`src/hw/rtl/usb_control_request_responder_core_macros.svh`:
```
// ----------------------------------------------------------------------------
// USB control request responder assertion macros
// Shared concurrent assertion wrappers; they compile away under synthesis.
// ----------------------------------------------------------------------------
`ifndef USB_CONTROL_REQUEST_RESPONDER_CORE_MACROS_SVH
`define USB_CONTROL_REQUEST_RESPONDER_CORE_MACROS_SVH

`ifndef SYNTHESIS

// Same-cycle implication, disabled while reset is asserted.
`define USBCRR_ASSERT_IMP(label, clk, rst_n, ante, cons) \
    label: assert property (@(posedge clk) disable iff (!(rst_n)) (ante) |-> (cons)) \
        else $error("usbcrr assertion failed");

// Next-cycle implication, disabled while reset is asserted.
`define USBCRR_ASSERT_NXT(label, clk, rst_n, ante, cons) \
    label: assert property (@(posedge clk) disable iff (!(rst_n)) (ante) |=> (cons)) \
        else $error("usbcrr assertion failed");

`else

`define USBCRR_ASSERT_IMP(label, clk, rst_n, ante, cons)
`define USBCRR_ASSERT_NXT(label, clk, rst_n, ante, cons)

`endif

`endif

```
`src/hw/rtl/usbcrr_pkg.sv`:
```
// ----------------------------------------------------------------------------
// USB control request responder package
// Request codes, descriptor kinds, sizing constants and the endpoint lookup.
// ----------------------------------------------------------------------------
package usbcrr_pkg;

    // Sizing
    localparam int INTERFACE_COUNT = 3;
    localparam int STRING_COUNT    = 6;
    localparam int HALT_REGISTERS  = 6;

    localparam int IF_IDX_W   = (INTERFACE_COUNT > 1) ? $clog2(INTERFACE_COUNT) : 1;
    localparam int HALT_IDX_W = (HALT_REGISTERS > 1) ? $clog2(HALT_REGISTERS) : 1;

    // Stream widths
    localparam int S_TDATA_W = 48;
    localparam int M_TDATA_W = 56;

    // Configuration registers
    localparam int CFG_IDX_W  = 1;
    localparam int CFG_DATA_W = 1;
    localparam logic [CFG_IDX_W-1:0] CFG_REMOTE_WAKEUP = 1'd0;
    localparam logic [CFG_IDX_W-1:0] CFG_SELF_POWERED  = 1'd1;

    // bmRequestType type field (bits 6..5)
    localparam logic [1:0] TYPE_STANDARD = 2'd0;
    localparam logic [1:0] TYPE_CLASS    = 2'd1;

    // Full bmRequestType values that select a recipient
    localparam logic [7:0] RT_DEVICE_OUT   = 8'h00;
    localparam logic [7:0] RT_ENDPOINT_OUT = 8'h02;
    localparam logic [7:0] RT_DEVICE_IN    = 8'h80;
    localparam logic [7:0] RT_INTERFACE_IN = 8'h81;
    localparam logic [7:0] RT_ENDPOINT_IN  = 8'h82;

    // Standard bRequest codes
    localparam logic [7:0] REQ_GET_STATUS    = 8'h00;
    localparam logic [7:0] REQ_CLEAR_FEATURE = 8'h01;
    localparam logic [7:0] REQ_SET_FEATURE   = 8'h03;
    localparam logic [7:0] REQ_GET_DESC      = 8'h06;
    localparam logic [7:0] REQ_GET_CONFIG    = 8'h08;
    localparam logic [7:0] REQ_SET_CONFIG    = 8'h09;
    localparam logic [7:0] REQ_GET_INTERFACE = 8'h0A;
    localparam logic [7:0] REQ_SET_INTERFACE = 8'h0B;

    // Highest accepted class request code
    localparam logic [7:0] CLASS_OP_MAX = 8'h01;

    // Feature selectors
    localparam logic [7:0] FEAT_ENDPOINT_HALT = 8'd0;
    localparam logic [7:0] FEAT_REMOTE_WAKEUP = 8'd1;

    // Descriptor type codes (wValue high byte)
    localparam logic [7:0] DT_DEVICE      = 8'd1;
    localparam logic [7:0] DT_CONFIG      = 8'd2;
    localparam logic [7:0] DT_STRING      = 8'd3;
    localparam logic [7:0] DT_QUALIFIER   = 8'd6;
    localparam logic [7:0] DT_OTHER_SPEED = 8'd7;

    // Descriptor kinds reported on the result
    localparam logic [2:0] KIND_NONE        = 3'd0;
    localparam logic [2:0] KIND_DEVICE      = 3'd1;
    localparam logic [2:0] KIND_QUALIFIER   = 3'd2;
    localparam logic [2:0] KIND_CONFIG      = 3'd3;
    localparam logic [2:0] KIND_OTHER_SPEED = 3'd4;
    localparam logic [2:0] KIND_STRING      = 3'd5;

    // Bulk max packet sizes
    localparam logic [9:0] PKT_HIGH_SPEED = 10'd512;
    localparam logic [9:0] PKT_FULL_SPEED = 10'd64;

    // Endpoint address lookup
    localparam logic [7:0] EP_ADDR_MASK  = 8'h7E;
    localparam logic [7:0] EP_IN_LIMIT   = 8'd128;
    localparam int         EP_TABLE_LEN  = 10;
    localparam logic [2:0] EP_SLOT [EP_TABLE_LEN] = '{
        3'd0, 3'd1, 3'd2, 3'd2, 3'd3, 3'd3, 3'd4, 3'd4, 3'd5, 3'd5
    };

    typedef struct packed {
        logic                  hit;
        logic [HALT_IDX_W-1:0] slot;
    } t_halt_slot;

    typedef struct packed {
        logic       stall;
        logic [1:0] count;
        logic [7:0] first;
        logic [7:0] second;
        logic [2:0] kind;
        logic [7:0] strn;
        logic [9:0] pkt;
        logic       tog;
        logic [7:0] tog_ep;
    } t_result;

    // Map an endpoint address to its halt register; hit is low outside the table.
    function automatic t_halt_slot halt_slot(input logic [7:0] addr);
        logic [7:0] masked;
        logic [6:0] idx;
        logic [2:0] s;
        t_halt_slot r;
        masked = addr & EP_ADDR_MASK;
        idx    = masked[6:0] | {6'd0, (addr > EP_IN_LIMIT)};
        s      = (idx < 7'(EP_TABLE_LEN)) ? EP_SLOT[idx[3:0]] : 3'd0;
        r.hit  = (idx < 7'(EP_TABLE_LEN)) && (int'(s) < HALT_REGISTERS);
        r.slot = HALT_IDX_W'(s);
        return r;
    endfunction

endpackage

```
`src/hw/rtl/usb_control_request_responder_core.sv`:
```
// ----------------------------------------------------------------------------
// USB control request responder core
// Answers decoded setup packets as a device control endpoint (chapter 9).
// ----------------------------------------------------------------------------
// One setup packet enters per beat on the slave stream and one result beat
// leaves per packet on the master stream, in order. The block sustains one
// packet per clock while the master side takes results: a packet is held in
// the input register, is decoded in a single pass of logic that also reads
// and updates the device state, and lands in the result register, which
// raises result valid. Back-pressure on the master side holds the result
// register; the input register keeps taking a packet while the result
// register drains. Writes to the configuration port take effect at the same
// edge and should be made only while no packet is in flight.
// ----------------------------------------------------------------------------
`include "usb_control_request_responder_core_macros.svh"

module usb_control_request_responder_core (
    input  logic                                i_clk,
    input  logic                                i_rst_n,
    // Configuration write port
    input  logic                                i_cfg_we,
    input  logic [usbcrr_pkg::CFG_IDX_W-1:0]    i_cfg_index,
    input  logic [usbcrr_pkg::CFG_DATA_W-1:0]   i_cfg_data,
    // Setup packet stream
    input  logic                                s_axis_tvalid,
    output logic                                s_axis_tready,
    // tdata, low bit up: request_type[7:0], op[15:8], value_low[23:16],
    // value_high[31:24], index_low[39:32], high_speed[40], zero[47:41]
    input  logic [usbcrr_pkg::S_TDATA_W-1:0]    s_axis_tdata,
    // Result stream
    output logic                                m_axis_tvalid,
    input  logic                                m_axis_tready,
    // tdata, low bit up: stall_res[0], reply_count[2:1], reply_first[10:3],
    // reply_second[18:11], descriptor_kind[21:19], string_number[29:22],
    // bulk_packet_size[39:30], toggle_reset[40], toggle_endpoint[48:41],
    // zero[55:49]
    output logic [usbcrr_pkg::M_TDATA_W-1:0]    m_axis_tdata
);
    import usbcrr_pkg::*;

    // Configuration registers
    logic r_wakeup_allowed;
    logic r_self_powered;

    // Device state
    logic [7:0] r_config;
    logic [7:0] r_alt [INTERFACE_COUNT];
    logic       r_wakeup_en;
    logic [HALT_REGISTERS-1:0] r_halted;

    // Input register
    logic       r_in_valid;
    logic [7:0] r_rt;
    logic [7:0] r_op;
    logic [7:0] r_vl;
    logic [7:0] r_vh;
    logic [7:0] r_il;
    logic       r_hs;

    // Result register
    logic    r_out_valid;
    t_result r_out;

    // Handshake
    logic w_out_adv;
    logic w_fire;
    logic w_accept;

    // Decode results and state write intents
    t_result                w_raw;
    t_result                w_res;
    t_halt_slot             w_slot;
    logic [IF_IDX_W-1:0]    w_if_idx;
    logic                   w_if_ok;
    logic                   w_wr_cfg;
    logic                   w_wr_alt;
    logic                   w_wr_wake;
    logic                   w_wake_val;
    logic                   w_wr_halt;
    logic                   w_halt_val;

    // Result register moves when empty or when the sink takes it; the input
    // register moves into it on the same edge.
    assign w_out_adv     = !r_out_valid || m_axis_tready;
    assign w_fire        = r_in_valid && w_out_adv;
    assign s_axis_tready = !r_in_valid || w_out_adv;
    assign w_accept      = s_axis_tvalid && s_axis_tready;

    assign w_slot   = halt_slot(r_il);
    assign w_if_ok  = (r_il < 8'(INTERFACE_COUNT));
    assign w_if_idx = r_il[IF_IDX_W-1:0];

    // ------------------------------------------------------------------------
    // Request decode: one pass, reads current state, produces write intents.
    // ------------------------------------------------------------------------
    always_comb begin
        w_raw      = '0;
        w_wr_cfg   = 1'b0;
        w_wr_alt   = 1'b0;
        w_wr_wake  = 1'b0;
        w_wake_val = 1'b0;
        w_wr_halt  = 1'b0;
        w_halt_val = 1'b0;

        unique case (r_rt[6:5])
            TYPE_STANDARD: begin
                unique case (r_op)
                    REQ_GET_DESC: begin
                        unique case (r_vh)
                            DT_DEVICE:    w_raw.kind = KIND_DEVICE;
                            DT_QUALIFIER: w_raw.kind = KIND_QUALIFIER;
                            DT_CONFIG: begin
                                w_raw.kind = KIND_CONFIG;
                                w_raw.pkt  = r_hs ? PKT_HIGH_SPEED : PKT_FULL_SPEED;
                            end
                            DT_OTHER_SPEED: begin
                                // Other-speed config reports the opposite speed's size
                                w_raw.kind = KIND_OTHER_SPEED;
                                w_raw.pkt  = r_hs ? PKT_FULL_SPEED : PKT_HIGH_SPEED;
                            end
                            DT_STRING: begin
                                if (r_vl < 8'(STRING_COUNT)) begin
                                    w_raw.kind = KIND_STRING;
                                    w_raw.strn = r_vl;
                                end else begin
                                    w_raw.stall = 1'b1;
                                end
                            end
                            default: w_raw.stall = 1'b1;
                        endcase
                    end
                    REQ_GET_INTERFACE: begin
                        if (w_if_ok) begin
                            w_raw.count = 2'd1;
                            w_raw.first = r_alt[w_if_idx];
                        end else begin
                            w_raw.stall = 1'b1;
                        end
                    end
                    REQ_SET_INTERFACE: begin
                        if (w_if_ok) begin
                            w_wr_alt = 1'b1;
                        end else begin
                            w_raw.stall = 1'b1;
                        end
                    end
                    REQ_SET_CONFIG: begin
                        w_wr_cfg = 1'b1;
                    end
                    REQ_GET_CONFIG: begin
                        w_raw.count = 2'd1;
                        w_raw.first = r_config;
                    end
                    REQ_GET_STATUS: begin
                        priority if (r_rt == RT_DEVICE_IN) begin
                            w_raw.count = 2'd2;
                            w_raw.first = {6'd0, r_wakeup_en, r_self_powered};
                        end else if (r_rt == RT_INTERFACE_IN) begin
                            w_raw.count = 2'd2;
                        end else if (r_rt == RT_ENDPOINT_IN) begin
                            w_raw.count = 2'd2;
                            if (w_slot.hit) begin
                                w_raw.first = {7'd0, r_halted[w_slot.slot]};
                            end
                        end else begin
                            w_raw.stall = 1'b1;
                        end
                    end
                    REQ_CLEAR_FEATURE: begin
                        priority if (r_rt == RT_DEVICE_OUT) begin
                            if (r_vl == FEAT_REMOTE_WAKEUP) begin
                                w_wr_wake  = 1'b1;
                                w_wake_val = 1'b0;
                            end else begin
                                w_raw.stall = 1'b1;
                            end
                        end else if (r_rt == RT_ENDPOINT_OUT) begin
                            if (r_vl == FEAT_ENDPOINT_HALT) begin
                                // Unknown endpoints still get their toggle reset
                                w_wr_halt    = w_slot.hit;
                                w_halt_val   = 1'b0;
                                w_raw.tog    = 1'b1;
                                w_raw.tog_ep = r_il;
                            end else begin
                                w_raw.stall = 1'b1;
                            end
                        end else begin
                            w_raw.stall = 1'b1;
                        end
                    end
                    REQ_SET_FEATURE: begin
                        priority if (r_rt == RT_DEVICE_OUT) begin
                            if ((r_vl == FEAT_REMOTE_WAKEUP) && r_wakeup_allowed) begin
                                w_wr_wake  = 1'b1;
                                w_wake_val = 1'b1;
                            end else begin
                                w_raw.stall = 1'b1;
                            end
                        end else if (r_rt == RT_ENDPOINT_OUT) begin
                            if (r_vl == FEAT_ENDPOINT_HALT) begin
                                w_wr_halt  = w_slot.hit;
                                w_halt_val = 1'b1;
                            end else begin
                                w_raw.stall = 1'b1;
                            end
                        end else begin
                            w_raw.stall = 1'b1;
                        end
                    end
                    default: w_raw.stall = 1'b1;
                endcase
            end
            TYPE_CLASS: begin
                // Class requests 0 and 1 complete with no data
                if (r_op > CLASS_OP_MAX) begin
                    w_raw.stall = 1'b1;
                end
            end
            default: w_raw.stall = 1'b1;
        endcase

        // A stalled request carries nothing else
        if (w_raw.stall) begin
            w_res       = '0;
            w_res.stall = 1'b1;
        end else begin
            w_res = w_raw;
        end
    end

    // ------------------------------------------------------------------------
    // Configuration registers
    // ------------------------------------------------------------------------
    always_ff @(posedge i_clk) begin
        if (!i_rst_n) begin
            r_wakeup_allowed <= 1'b0;
            r_self_powered   <= 1'b0;
        end else if (i_cfg_we) begin
            unique case (i_cfg_index)
                CFG_REMOTE_WAKEUP: r_wakeup_allowed <= i_cfg_data[0];
                CFG_SELF_POWERED:  r_self_powered   <= i_cfg_data[0];
                default: ;
            endcase
        end
    end

    // ------------------------------------------------------------------------
    // Device state: update only as a packet leaves the input register, so the
    // next packet sees the result of this one.
    // ------------------------------------------------------------------------
    always_ff @(posedge i_clk) begin
        if (!i_rst_n) begin
            r_config    <= '0;
            r_wakeup_en <= 1'b0;
            r_halted    <= '0;
            for (int i = 0; i < INTERFACE_COUNT; i++) begin
                r_alt[i] <= '0;
            end
        end else if (w_fire && !w_res.stall) begin
            if (w_wr_cfg) begin
                r_config <= r_vl;
            end
            if (w_wr_alt) begin
                r_alt[w_if_idx] <= r_vl;
            end
            if (w_wr_wake) begin
                r_wakeup_en <= w_wake_val;
            end
            if (w_wr_halt) begin
                r_halted[w_slot.slot] <= w_halt_val;
            end
        end
    end

    // ------------------------------------------------------------------------
    // Input register: capture a packet whenever the slot is free or draining.
    // ------------------------------------------------------------------------
    always_ff @(posedge i_clk) begin
        if (!i_rst_n) begin
            r_in_valid <= 1'b0;
        end else if (s_axis_tready) begin
            r_in_valid <= s_axis_tvalid;
        end
    end

    always_ff @(posedge i_clk) begin
        if (w_accept) begin
            r_rt <= s_axis_tdata[7:0];
            r_op <= s_axis_tdata[15:8];
            r_vl <= s_axis_tdata[23:16];
            r_vh <= s_axis_tdata[31:24];
            r_il <= s_axis_tdata[39:32];
            r_hs <= s_axis_tdata[40];
        end
    end

    // ------------------------------------------------------------------------
    // Result register: hold while the sink stalls.
    // ------------------------------------------------------------------------
    always_ff @(posedge i_clk) begin
        if (!i_rst_n) begin
            r_out_valid <= 1'b0;
        end else if (w_out_adv) begin
            r_out_valid <= r_in_valid;
        end
    end

    always_ff @(posedge i_clk) begin
        if (w_fire) begin
            r_out <= w_res;
        end
    end

    assign m_axis_tvalid = r_out_valid;
    assign m_axis_tdata  = {7'd0, r_out.tog_ep, r_out.tog, r_out.pkt, r_out.strn,
                            r_out.kind, r_out.second, r_out.first, r_out.count,
                            r_out.stall};

    // ------------------------------------------------------------------------
    // Assertions
    // ------------------------------------------------------------------------
    `USBCRR_ASSERT_IMP(a_stall_clears_fields, i_clk, i_rst_n,
        r_out_valid && r_out.stall,
        r_out.count == 2'd0 && r_out.first == 8'd0 && r_out.kind == KIND_NONE && !r_out.tog)
    `USBCRR_ASSERT_IMP(a_toggle_no_reply, i_clk, i_rst_n,
        r_out_valid && r_out.tog,
        r_out.count == 2'd0 && r_out.kind == KIND_NONE && r_out.pkt == 10'd0)
    `USBCRR_ASSERT_IMP(a_pkt_only_config, i_clk, i_rst_n,
        r_out_valid && r_out.pkt != 10'd0,
        r_out.kind == KIND_CONFIG || r_out.kind == KIND_OTHER_SPEED)
    `USBCRR_ASSERT_NXT(a_set_config_stored, i_clk, i_rst_n,
        w_fire && w_wr_cfg,
        r_config == $past(r_vl))
    `USBCRR_ASSERT_NXT(a_input_held_on_stall, i_clk, i_rst_n,
        r_in_valid && r_out_valid && !m_axis_tready,
        r_in_valid && $stable(r_op) && $stable(r_rt))

endmodule

```
`config.mk`:
```
export PLATFORM = sky130hd
export DESIGN_NAME = usb_control_request_responder_core
export DESIGN_NICKNAME = d
export VERILOG_FILES = /design/src/hw/rtl/usbcrr_pkg.sv /design/src/hw/rtl/usb_control_request_responder_core.sv
export VERILOG_INCLUDE_DIRS = /design/src /design/src/hw/rtl
export SDC_FILE = /design/constraint.sdc
export NUM_CORES = 1
export LEC_CHECK = 0
export ABC_AREA = 1
export BUFFER_PORTS_ARGS = -buffer_cell sky130_fd_sc_hd__buf_2
export CAP_MARGIN = 20
export CORE_AREA = 2 2 96 121
export CTS_CLUSTER_DIAMETER = 200
export CTS_CLUSTER_SIZE = 20
export DETAILED_ROUTE_END_ITERATION = 8
export DIE_AREA = 0 0 98 123
export PLACE_DENSITY_LB_ADDON = 0.08
export REMOVE_ABC_BUFFERS = 1
export SETUP_SLACK_MARGIN = 0.05
export SLEW_MARGIN = 20
export SYNTH_ARGS = -nofsm -noshare
export SYNTH_HDL_FRONTEND = slang
export SYNTH_SLANG_ARGS = --single-unit
```
`constraint.sdc`:
```
create_clock -name i_clk -period 3.5 [get_ports i_clk]
set_clock_uncertainty 0.1 [all_clocks]
set_input_delay 0.175 -clock i_clk [delete_from_list [all_inputs] [get_ports i_clk]]
set_output_delay 0.175 -clock i_clk [all_outputs]
set_load 0.01 [all_outputs]
```
---- After elaboration in Yosys (flattened, before gate mapping) ----
Memory sizes are Yosys's and may differ from the RTL's. A register that Yosys moved wholly into a read port is not among the register bits.
Index checks and enable logic that the tools add are counted.
word-level totals
  register bits after elaboration ......... 109
  bits in writable memories ............... 24
  ROM bits ................................ 48
  bits of input ports ..................... 55
  output and inout port bits .............. 58
  word-level logic and storage cells ...... 167
  memories kept ........................... 2
operators by class
  $lt $le $gt $ge ......................... 9
  equal/unequal tests ..................... 18
  mux-type cells .......................... 76
  bitwise gates (word level) .............. 10
  reductions and logical operators ........ 30
memory list
  name              words  width  rd ports  clocked after Yosys merged registers in  write ports  line                                      text
  (name not given)  16     3      1         0                                        0            usbcrr_pkg.sv:105                         s = (idx < 7'(EP_TABLE_LEN)) ? EP_SLOT[idx[3:0]] : 3'd0;
  r_alt             3      8      1         1                                        3            usb_control_request_responder_core.sv:47  logic [7:0] r_alt [INTERFACE_COUNT];
operator list
  cell                number
  $mux 10             5
  $mux 49             1
  $mux 9              5
  $mux 1              43
  $eq 8x2->1 const B  4
  $eq 8x4->1 const B  4
  $mux 30             1
  $pmux 10 s3         1
  $eq 8x1->1 const B  3
  $eq 8x3->1 const B  3
  $eq 8x8->1 const B  3
  $logic_not 8->1     3
  $mux 8              3
  $mux 21             1
  $pmux 10 s2         1
  $pmux 3 s5          1
  $mux 11             1
  $reduce_and 2->1    5
  $reduce_or 5->1     2
  $mux 3              3
  $gt 8x1->1 const B  1
  $gt 8x8->1 const B  1
  $lt 8x2->1 const B  1
  $lt 8x3->1 const B  1
  other kinds (24)    46

---- Depth between registers and ports, before layout ----
Gate-level depths: netlist of run 1.
  depth in word-level cells ............... 23
  depth in mapped cells ................... 14
  mapped depth without buffers ............ 14

---- Worst setup path after synthesis of run 1 ----
OpenSTA, ideal clock, no wires.
  kind .................................... reg-to-reg
  start point ............................. register r_out_valid, in the netlist m_axis_tvalid
  end point ............................... memory r_alt[0][0], enable pin
  setup time .............................. 384 ps
  data arrival time ....................... 2,225 ps
  required time ........................... 3,016 ps
  path slack .............................. 791 ps
  stages on the path, launching flop included .. 8
  buffers on the path ..................... 0
  period minus slack after synthesis ...... 2,709 ps
  path through ............................ dfxtp_1 nand2_1 nand2_1 inv_1 nand3_4 inv_2 nand3_4 o21ai_0
RTL lines
  item                    line                                       text
  from (decl)             usb_control_request_responder_core.sv:61   logic r_out_valid;
  from (signal assigned)  usb_control_request_responder_core.sv:304  r_out_valid <= r_in_valid;
  to (decl)               usb_control_request_responder_core.sv:47

==> flow_summary.ini, run 1 <==
[global_route]
grt_pass1_wl_mm = 19.9
grt_overflow_total = 0
antenna_found_initial = 0
grt_pass1_vias = 4328
grt_use_total_pct = 21.6
grt_start_max_net_pins = 40

[die]
ios = 113
coreArea_um2 = 10900
dieWidth_um = 98
rows = 43
start_util_pct = 53.3
fp.dieH_um = 123
dieArea_um2 = 12100

[power]
vdd_drop_max_uv = 332
p_per_area_nw_per_um2 = 517
power_frac_comb_pct = 6.7
p_sw_uw = 806
p_int_uw = 3060
p_clk_share_pct = 48.3
p_leak_uw = 0.00314
power_uw = 3870
p_seq_share_pct = 45.0
swShare_pct = 20.8

[route]
dr.pass1.iters = 4
via_per_inst = 4.98
drt_iter0_drc = 241
antenna_left = 0
vias = 4375
remaining_drc_errors = 0
routed_wl_mm = 12.6
wl_per_cell_um = 14.3

[critical_path]
slowest_delay_ns = 0.44
critPathLaunchType = register
worst_ep_arrival_time_ns = 2.93
path_class = reg -> reg
worst-path-max-fanout = 13
regToRegSetupSlack_ns = 0.59
cp-end-kind = register
required_ns = 3.52
critPathTopFamily = simple AND/OR/NAND/NOR gates
path_buf_inv = 4
crit_slowest_cell = o21ai_0
path_cells = inv_1 > nand3_1 > inv_1 > nand2_1 > nor2_1 > nand2_1 > nand2_1 > nand3_2 > nand2_2 > nand3_4 > inv_2 > nand3_4 > o21ai_0 > buf_4
path_common_cell = nand2_1

[hold_path]
hp-class = in -> reg

[finish]
drive_gt1_share_pct = 22.3
fin_nets = 788
n_antenna_cell = 0
final_common_cell = edfxtp_1
layout_common_cells = edfxtp_1, nand2_1, nor2_1, buf_2, inv_1
syn_to_final_growth_pct = 28.4

[yosys]
syn-cell-area_um2 = 5820
yosys.area.top_type = edfxtp_1
yosysUniqueCellTypes = 38
synth_edf_count = 106
yosys_most_used_dff = edfxtp_1
ys_async_sr_fraction_pct = 0
ys_ff_latch = 127
yosys-top-cells-area = edfxtp_1, dfxtp_1, nand2_1
synthCells = 569
yosys_warnings = 0
yosysTopAreaCellShare_pct = 54.7
synth_area_per_cell_um2 = 10.2
ys_seq_area_share_pct = 61.9

[clocking]
numCtsBuffers = 17
clockBufferDepth = 2
ctsHoldBuffers = 49
post_cts_resized = 0
clock_latency_ns = 0.41
h-tree-depth = 4
cts_sinks = 127
cts_root_buffer = clkbuf_16
cts_tree = yes
clk_pin_slew_worst_paths_ns = 0.05
cts_setup_buffers = 0

[timing]
fmax_mhz = 344
drv_slew = 0
final_hold_viol_count = 0
final.setup.tns_ns = 0
fin_crit_ns = 2.91
setup_viol = 0
tightest_slew_ns = 0.855
final.period_utilization_pct = 83.1
slew-limit-headroom_pct = 42.8
rsz0062_at_grt = false

[placed_design]
routabilityCongestion = 0.835
hpwl_mm = 8.36
port_buffers = 82

[outcome]
status = completed

[run]
drv_cap = 0
==> layer usage <==
metal	track usage [%]	vias up	routed length [µm]	part of all wire (%)
met5	0	-	0	0
met4	10.3	0	220	1.7
met3	4.75	20	458	3.6
met2	41.3	113	6980	56
met1	22.4	2061	4910	39
li1	-	2181	-	-
==> state kept, by name, summed over array words and instances, names as in the netlist, 8 cells and up, named ones only <==
signal and count:
r_il 8, r_op 8, m_axis_tdata 33, r_alt 32, r_rt 8, r_config 8, r_vl 8, r_vh 8
==> power by group through the flow <==
stage	logic, µW	registers [µW]	clock network [µW]
final	257	1740	1870
after detailed placement	213	1770	0
after floorplan	113	1780	0
after global placement	208	1770	0
after CTS	255	1740	1890
after global routing	286	1750	1960
==> metrics by stage <==
step	setup WS, ns	instances	hold WS, ns	util [%]	cell area [µm²]
final	0.592	878	0.120	68.5	7480
after detailed placement	0.588	798	0.253	58.3	6360
after global placement	0.646	798	0.251	58.3	6360
after floorplan	0.550	572	0.174	-	5720
after CTS	0.575	878	0.0919	68.5	7480
after global routing	0.356	878	0.142	68.5	7480
==> final timing paths <==
kind / end / from / cells after the start
setup / recovery: r_alt[2][5] / r_vl[4] / 14
hold / removal: r_wakeup_allowed / i_cfg_index / 5
setup reg to reg: r_alt[2][5] / r_vl[4] / 14
hold reg to reg: r_alt[3][5] / r_vl[5] / 0
==> logic make-up after synthesis <==
kind of cell               count (synthesis)  synth area share (%)
buffers and inverters                    103                  8.72
and+or+nand+nor                          286                  23.9
AOI/OAI and AO/OA                         50                  5.03
other                                      1                0.0644
adders and majority gates                  2                 0.430
DFF                                      127                  61.9
==> worst min-delay path: stages <==
cell	delay (ns)
buf_2	0.10
inv_1	0.04
nand2_1	0.07
o21ai_0	0.10
a21oi_1	0.11
==> cell type report <==
type                    instances  area (µm²)
flip-flops and latches        127        3600
fillers                       847        3440
multi-input cells             374        1840
repair buffers                140         968
clock buffers                  19         433
inverters                      71         268
clock inverters                12         191
well taps                     135         169
==> cell usage after synthesis, types with 5 or more instances <==
library cell    n
a21oi_1        18
a32oi_1         5
buf_4          23
dfxtp_1        21
edfxtp_1      106
inv_1          64
nand2_1        97
nand3_1        37
nand4_1         7
nor2_1         88
nor2_2          8
nor3_1         11
nor3_2         21
o21ai_0        17
Note: power is estimated with default switching activity, not from simulation.
==> run 2, diff against run 1 <==
==> constraint.sdc (replaced) <==
create_clock -name i_clk -period 2.9 [get_ports i_clk]
set_clock_uncertainty 0.1 [all_clocks]
set_input_delay 0.145 -clock i_clk [delete_from_list [all_inputs] [get_ports i_clk]]
set_output_delay 0.145 -clock i_clk [all_outputs]
set_load 0.01 [all_outputs]
==> flow_summary.ini, run 2 (same netlist as run 1, synthesis figures left out) <==
[outcome]
status = completed

[finish]
final_core_util_pct = 68.3
drive_gt1_share_pct = 22.7
final_common_cell = edfxtp_1
n_antenna_cell = 0
fin_nets = 792
syn_to_final_growth_pct = 28.1
finalNonFillerCells = 883
layout_common_cells = edfxtp_1, nand2_1, nor2_1, buf_2, inv_1
largest_reg_flops = 33

[clocking]
numCtsBuffers = 17
cts_setup_buffers = 0
cts_sinks = 127
cts_root_buffer = clkbuf_16
clk_pin_slew_worst_paths_ns = 0.05
h-tree-depth = 4
clockBufferDepth = 2
cts_tree = yes
clock_latency_ns = 0.42

[placed_design]
routabilityCongestion = 0.839
hpwl_mm = 8.64
dp.cells = 802
port_buffers = 82
pre_cts_ws_ns = 0.337

[hold_path]
hold_start = i_cfg_index
hp-class = in -> reg
hold_path_end = r_wakeup_allowed
holdPathStages = 5

[die]
rows = 43
dieWidth_um = 98
ios = 113
coreArea_um2 = 10900
dieArea_um2 = 12100
start_util_pct = 53.3
fp.dieH_um = 123

[power]
p_leak_uw = 0.00313
vdd_drop_max_uv = 436
p_clk_share_pct = 45.9
p_per_area_nw_per_um2 = 598
power_frac_comb_pct = 7.0
p_seq_share_pct = 47.1
p_sw_uw = 964
swShare_pct = 21.6
p_int_uw = 3500

[route]
via_per_inst = 4.92
antenna_left = 0
routed_wl_mm = 12.6
drt_iter0_drc = 217
wl_per_cell_um = 14.2
remaining_drc_errors = 0
dr.pass1.iters = 5
vias = 4346

[timing]
slew-limit-headroom_pct = 64.6
tightest_slew_ns = 0.531
setup_viol = 0
layout_setup_ws_ns = 0.338
rsz0062_at_grt = false
fin_crit_ns = 2.56
drv_slew = 0
hold_ws_ns = 0.0655
fmax_mhz = 390
final.period_utilization_pct = 88.3
final_hold_viol_count = 0

[critical_path]
cp-end-kind = register
r2r_start = r_vl[5]
required_ns = 2.93
worst-path-max-fanout = 7
reg2reg_to = r_alt[0][4]
regToRegSetupSlack_ns = 0.34
critPathLaunchType = register
reg2reg_depth = 12
path_class = reg -> reg
worst_ep_arrival_time_ns = 2.59

[global_route]
grt_pass1_vias = 4242
grt_use_total_pct = 21.5
grt_pass1_wl_mm = 19.7
grt_start_max_net_pins = 40
grt_overflow_total = 0
antenna_found_initial = 0

[run]
drv_cap = 0
[run 2: changes by cell type in the layout (fill, tap and decap cells not counted)]
cell and delta:
bufinv_16 -4, clkinv_1 -1, clkbuf_1 +2, clkinv_2 -2, clkbuf_8 +6, buf_4 +4, clkinv_4 -1, inv_6 -1
o21ai_1 +1, o21ai_0 -1, clkinvlp_4 +2
[run 2: timing repair]
item                                   4_1_cts  5_1_grt
setup endpoints to repair                    0        5
endpoints found under the hold margin       47        0
resized for setup                            0        1
hold buffers                                49        0
[run 2: worst max-delay path, stage by stage, from the launching register on]
cell,delay (ns)
edfxtp_1,0.41
inv_1,0.17
nand3_1,0.21
nor2_1,0.16
nand3_1,0.15
nand4_1,0.14
nand3_2,0.11
nand2_2,0.10
nand3_4,0.09
inv_2,0.09
nand3_4,0.10
o21ai_0,0.23
buf_4,0.20
[run 2: worst max path at each step]
| stage | start | to | slack [ns] | cells after the start |
|---|---|---|---|---|
| 2_1_floorplan | m_axis_tvalid | r_alt[0][0] | -0.05 | 7 |
| 3_3_place_gp | r_vl[4] | r_alt[1][4] | 0.37 | 12 |
| 3_5_place_dp | r_vl[5] | r_alt[2][5] | 0.34 | 12 |
| 4_1_cts | r_vl[5] | r_alt[0][5] | 0.32 | 12 |
| 5_1_grt | r_vl[5] | r_alt[2][6] | 0.06 | 14 |
| 6_report | r_vl[5] | r_alt[0][4] | 0.34 | 12 |
[run 2: stage by stage]
stage               total power [µW]  setup TNS, ns  area [µm²]
finish                          4460              0        7460
CTS                             4480              0        7460
global placement                2390              0        6390
global route                    4610              0        7460
detailed placement              2400              0        6390
floorplan                       2280          -1.20        5720
[run 2: routing by layer]
metal | GRT usage [%] | part of all wire [%]
met1 | 22.3 | 37
met2 | 42.1 | 56
met3 | 4.97 | 5.1
met4 | 7.81 | 1.4
met5 | 0 | 0
[run 2: power groups by stage]
stage	Sequential (µW)	Combinational, µW	Clock, µW
floorplan	2140	136	0
global placement	2130	254	0
detailed placement	2140	259	0
CTS	2100	311	2070
global route	2110	347	2150
finish	2100	311	2050
[run 2: area by class of cell]
type,instances,area (µm²)
tap,135,169
multi-input combinational,374,1840
clock inverter,5,55.1
inverter,71,268
fill,886,3460
clock buffer,27,523
sequential,127,3600
timing repair buffer,144,998
==> run 3, diff against run 2 <==
--- a/config.mk
+++ b/config.mk
@@ -9,11 +9,13 @@
 export ABC_AREA = 1
 export BUFFER_PORTS_ARGS = -buffer_cell sky130_fd_sc_hd__buf_2
 export CAP_MARGIN = 20
-export CORE_AREA = 2 2 96 121
+export CELL_PAD_IN_SITES_DETAIL_PLACEMENT = 0
+export CELL_PAD_IN_SITES_GLOBAL_PLACEMENT = 1
+export CORE_AREA = 2 2 108 136
 export CTS_CLUSTER_DIAMETER = 200
 export CTS_CLUSTER_SIZE = 20
 export DETAILED_ROUTE_END_ITERATION = 8
-export DIE_AREA = 0 0 98 123
+export DIE_AREA = 0 0 110 138
 export PLACE_DENSITY_LB_ADDON = 0.08
 export REMOVE_ABC_BUFFERS = 1
 export SETUP_SLACK_MARGIN = 0.05
==> flow_summary.ini, run 3 (same netlist as run 1, synthesis figures left out) <==
[placed_design]
dp.cells = 844
hpwl_mm = 9.04
port_buffers = 82
routabilityCongestion = 0.823

[route]
dr.pass1.iters = 6
wl_per_cell_um = 14.3
remaining_drc_errors = 0
via_per_inst = 4.69
vias = 4332
drt_iter0_drc = 171
routed_wl_mm = 13.2
antenna_left = 0

[finish]
finalNonFillerCells = 924
multiInputGateArea_um2 = 1840
n_antenna_cell = 0
syn_to_final_growth_pct = 29.5
final_common_cell = edfxtp_1
layout_common_cells = edfxtp_1, nand2_1, nor2_1, buf_2, inv_1
fillers = 1259
largest_reg_flops = 33
drive_gt1_share_pct = 23.1
fin_nets = 790
seq_area_um2 = 3600

[timing]
drv_slew = 0
slew-limit-headroom_pct = 59.5
setup_viol = 0
final.period_utilization_pct = 88.2
final_hold_viol_count = 0
fmax_mhz = 391
rsz0062_at_grt = false
fin_crit_ns = 2.56
tightest_slew_ns = 0.607

[die]
start_util_pct = 41.5
coreArea_um2 = 14000
ios = 113
rows = 49
dieArea_um2 = 15200
dieWidth_um = 110
fp.dieH_um = 138

[clocking]
clk_pin_slew_worst_paths_ns = 0.05
h-tree-depth = 4
cts_tree = yes
cts_sinks = 127
cts_setup_buffers = 0
numCtsBuffers = 17
cts_root_buffer = clkbuf_16
clock_latency_ns = 0.42
clockBufferDepth = 2

[global_route]
grt_start_max_net_pins = 34
grt_overflow_total = 0
grt_pass1_vias = 4330
grt_pass1_wl_mm = 21.1
grt_use_total_pct = 18.7
antenna_found_initial = 0

[power]
power_uw = 4660
p_leak_uw = 0.00314
p_per_area_nw_per_um2 = 618
vdd_drop_max_uv = 500

[critical_path]
reg2reg_depth = 12
worst-path-max-fanout = 6
path_class = reg -> reg
regToRegSetupSlack_ns = 0.34
reg2reg_to = r_alt[1][3]
critPathLaunchType = register
r2r_start = r_op[2]
required_ns = 2.93
worst_ep_arrival_time_ns = 2.58
cp-end-kind = register

[run]
drv_cap = 0

[hold_path]
hp-class = in -> reg
hold_start = i_cfg_index
holdPathStages = 5
hold_path_end = r_wakeup_allowed

[outcome]
status = completed
run 3: cell types whose count changed in the layout (fill, tap and decap cells not counted), moves of 2 or more:
cell       previous run  this run
clkbuf_8              6         2
bufinv_16             1         4
clkbuf_1              4         2
clkinv_2              3         6
run 3: cell type report:
class                      count  area share [%]
multi-input combinational    374            24.5
tap                          178            2.95
clock buffer                  21            6.11
timing repair buffer         142            13.0
sequential                   127            47.8
clock inverter                11            2.14
inverter                      71            3.55
run 3: where the power goes:
| group | total [µW] | internal [µW] | switching [µW] |
|---|---|---|---|
| Clock | 2250 | 1480 | 770 |
| Sequential | 2100 | 2060 | 39.2 |
| Combinational | 314 | 122 | 191 |
run 3: how the worst max path moves through the flow:
stage,from,endpoint,depth (start not counted)
floorplan,m_axis_tvalid,r_alt[0][0],7
global placement,r_vl[4],r_alt[1][3],14
detailed placement,r_vl[5],r_alt[1][6],14
CTS,r_vl[5],r_alt[1][3],14
global route,r_vl[5],r_alt[1][3],12
finish,r_op[2],r_alt[1][3],12
run 3: worst max-delay path, cell delays in order, from the launching register on:
cell and delay (ns):
edfxtp_1 0.43, nor2_2 0.18, nand4_1 0.24, nand2_1 0.22
nor2_1 0.08, nor2_2 0.08, nand3_2 0.09, nand2_2 0.10
nand3_4 0.09, inv_2 0.09, nand3_4 0.08, o21ai_0 0.25
buf_4 0.22
run 3: timing repair:
action / CTS / global route
setup endpoints to repair: 0 / 0
resized for setup: 0 / 0
hold buffers: 48 / 0
endpoints found under the hold margin: 47 / 0
run 3: stage by stage:
step	setup TNS, ns	worst slack (ns)	instance area [µm²]	utilization [%]	hold slack [ns]
floorplan	-1.20	-0.0502	5720	-	0.144
global placement	0	0.365	6440	45.9	0.221
detailed placement	0	0.327	6440	45.9	0.223
CTS	0	0.315	7540	53.7	0.0151
global route	0	0.127	7540	53.7	0.0617
finish	0	0.343	7540	53.7	0.0192
run 3: layer usage:
layer  routed length (µm)  global-route usage (%)  vias to the layer above
met1                 5250                    20.3                     2017
met2                 6990                    33.2                       98
met3                  534                    4.29                       28
li1                     -                       -                     2189
met5                    0                       0                        -
met4                  400                    9.33                        0
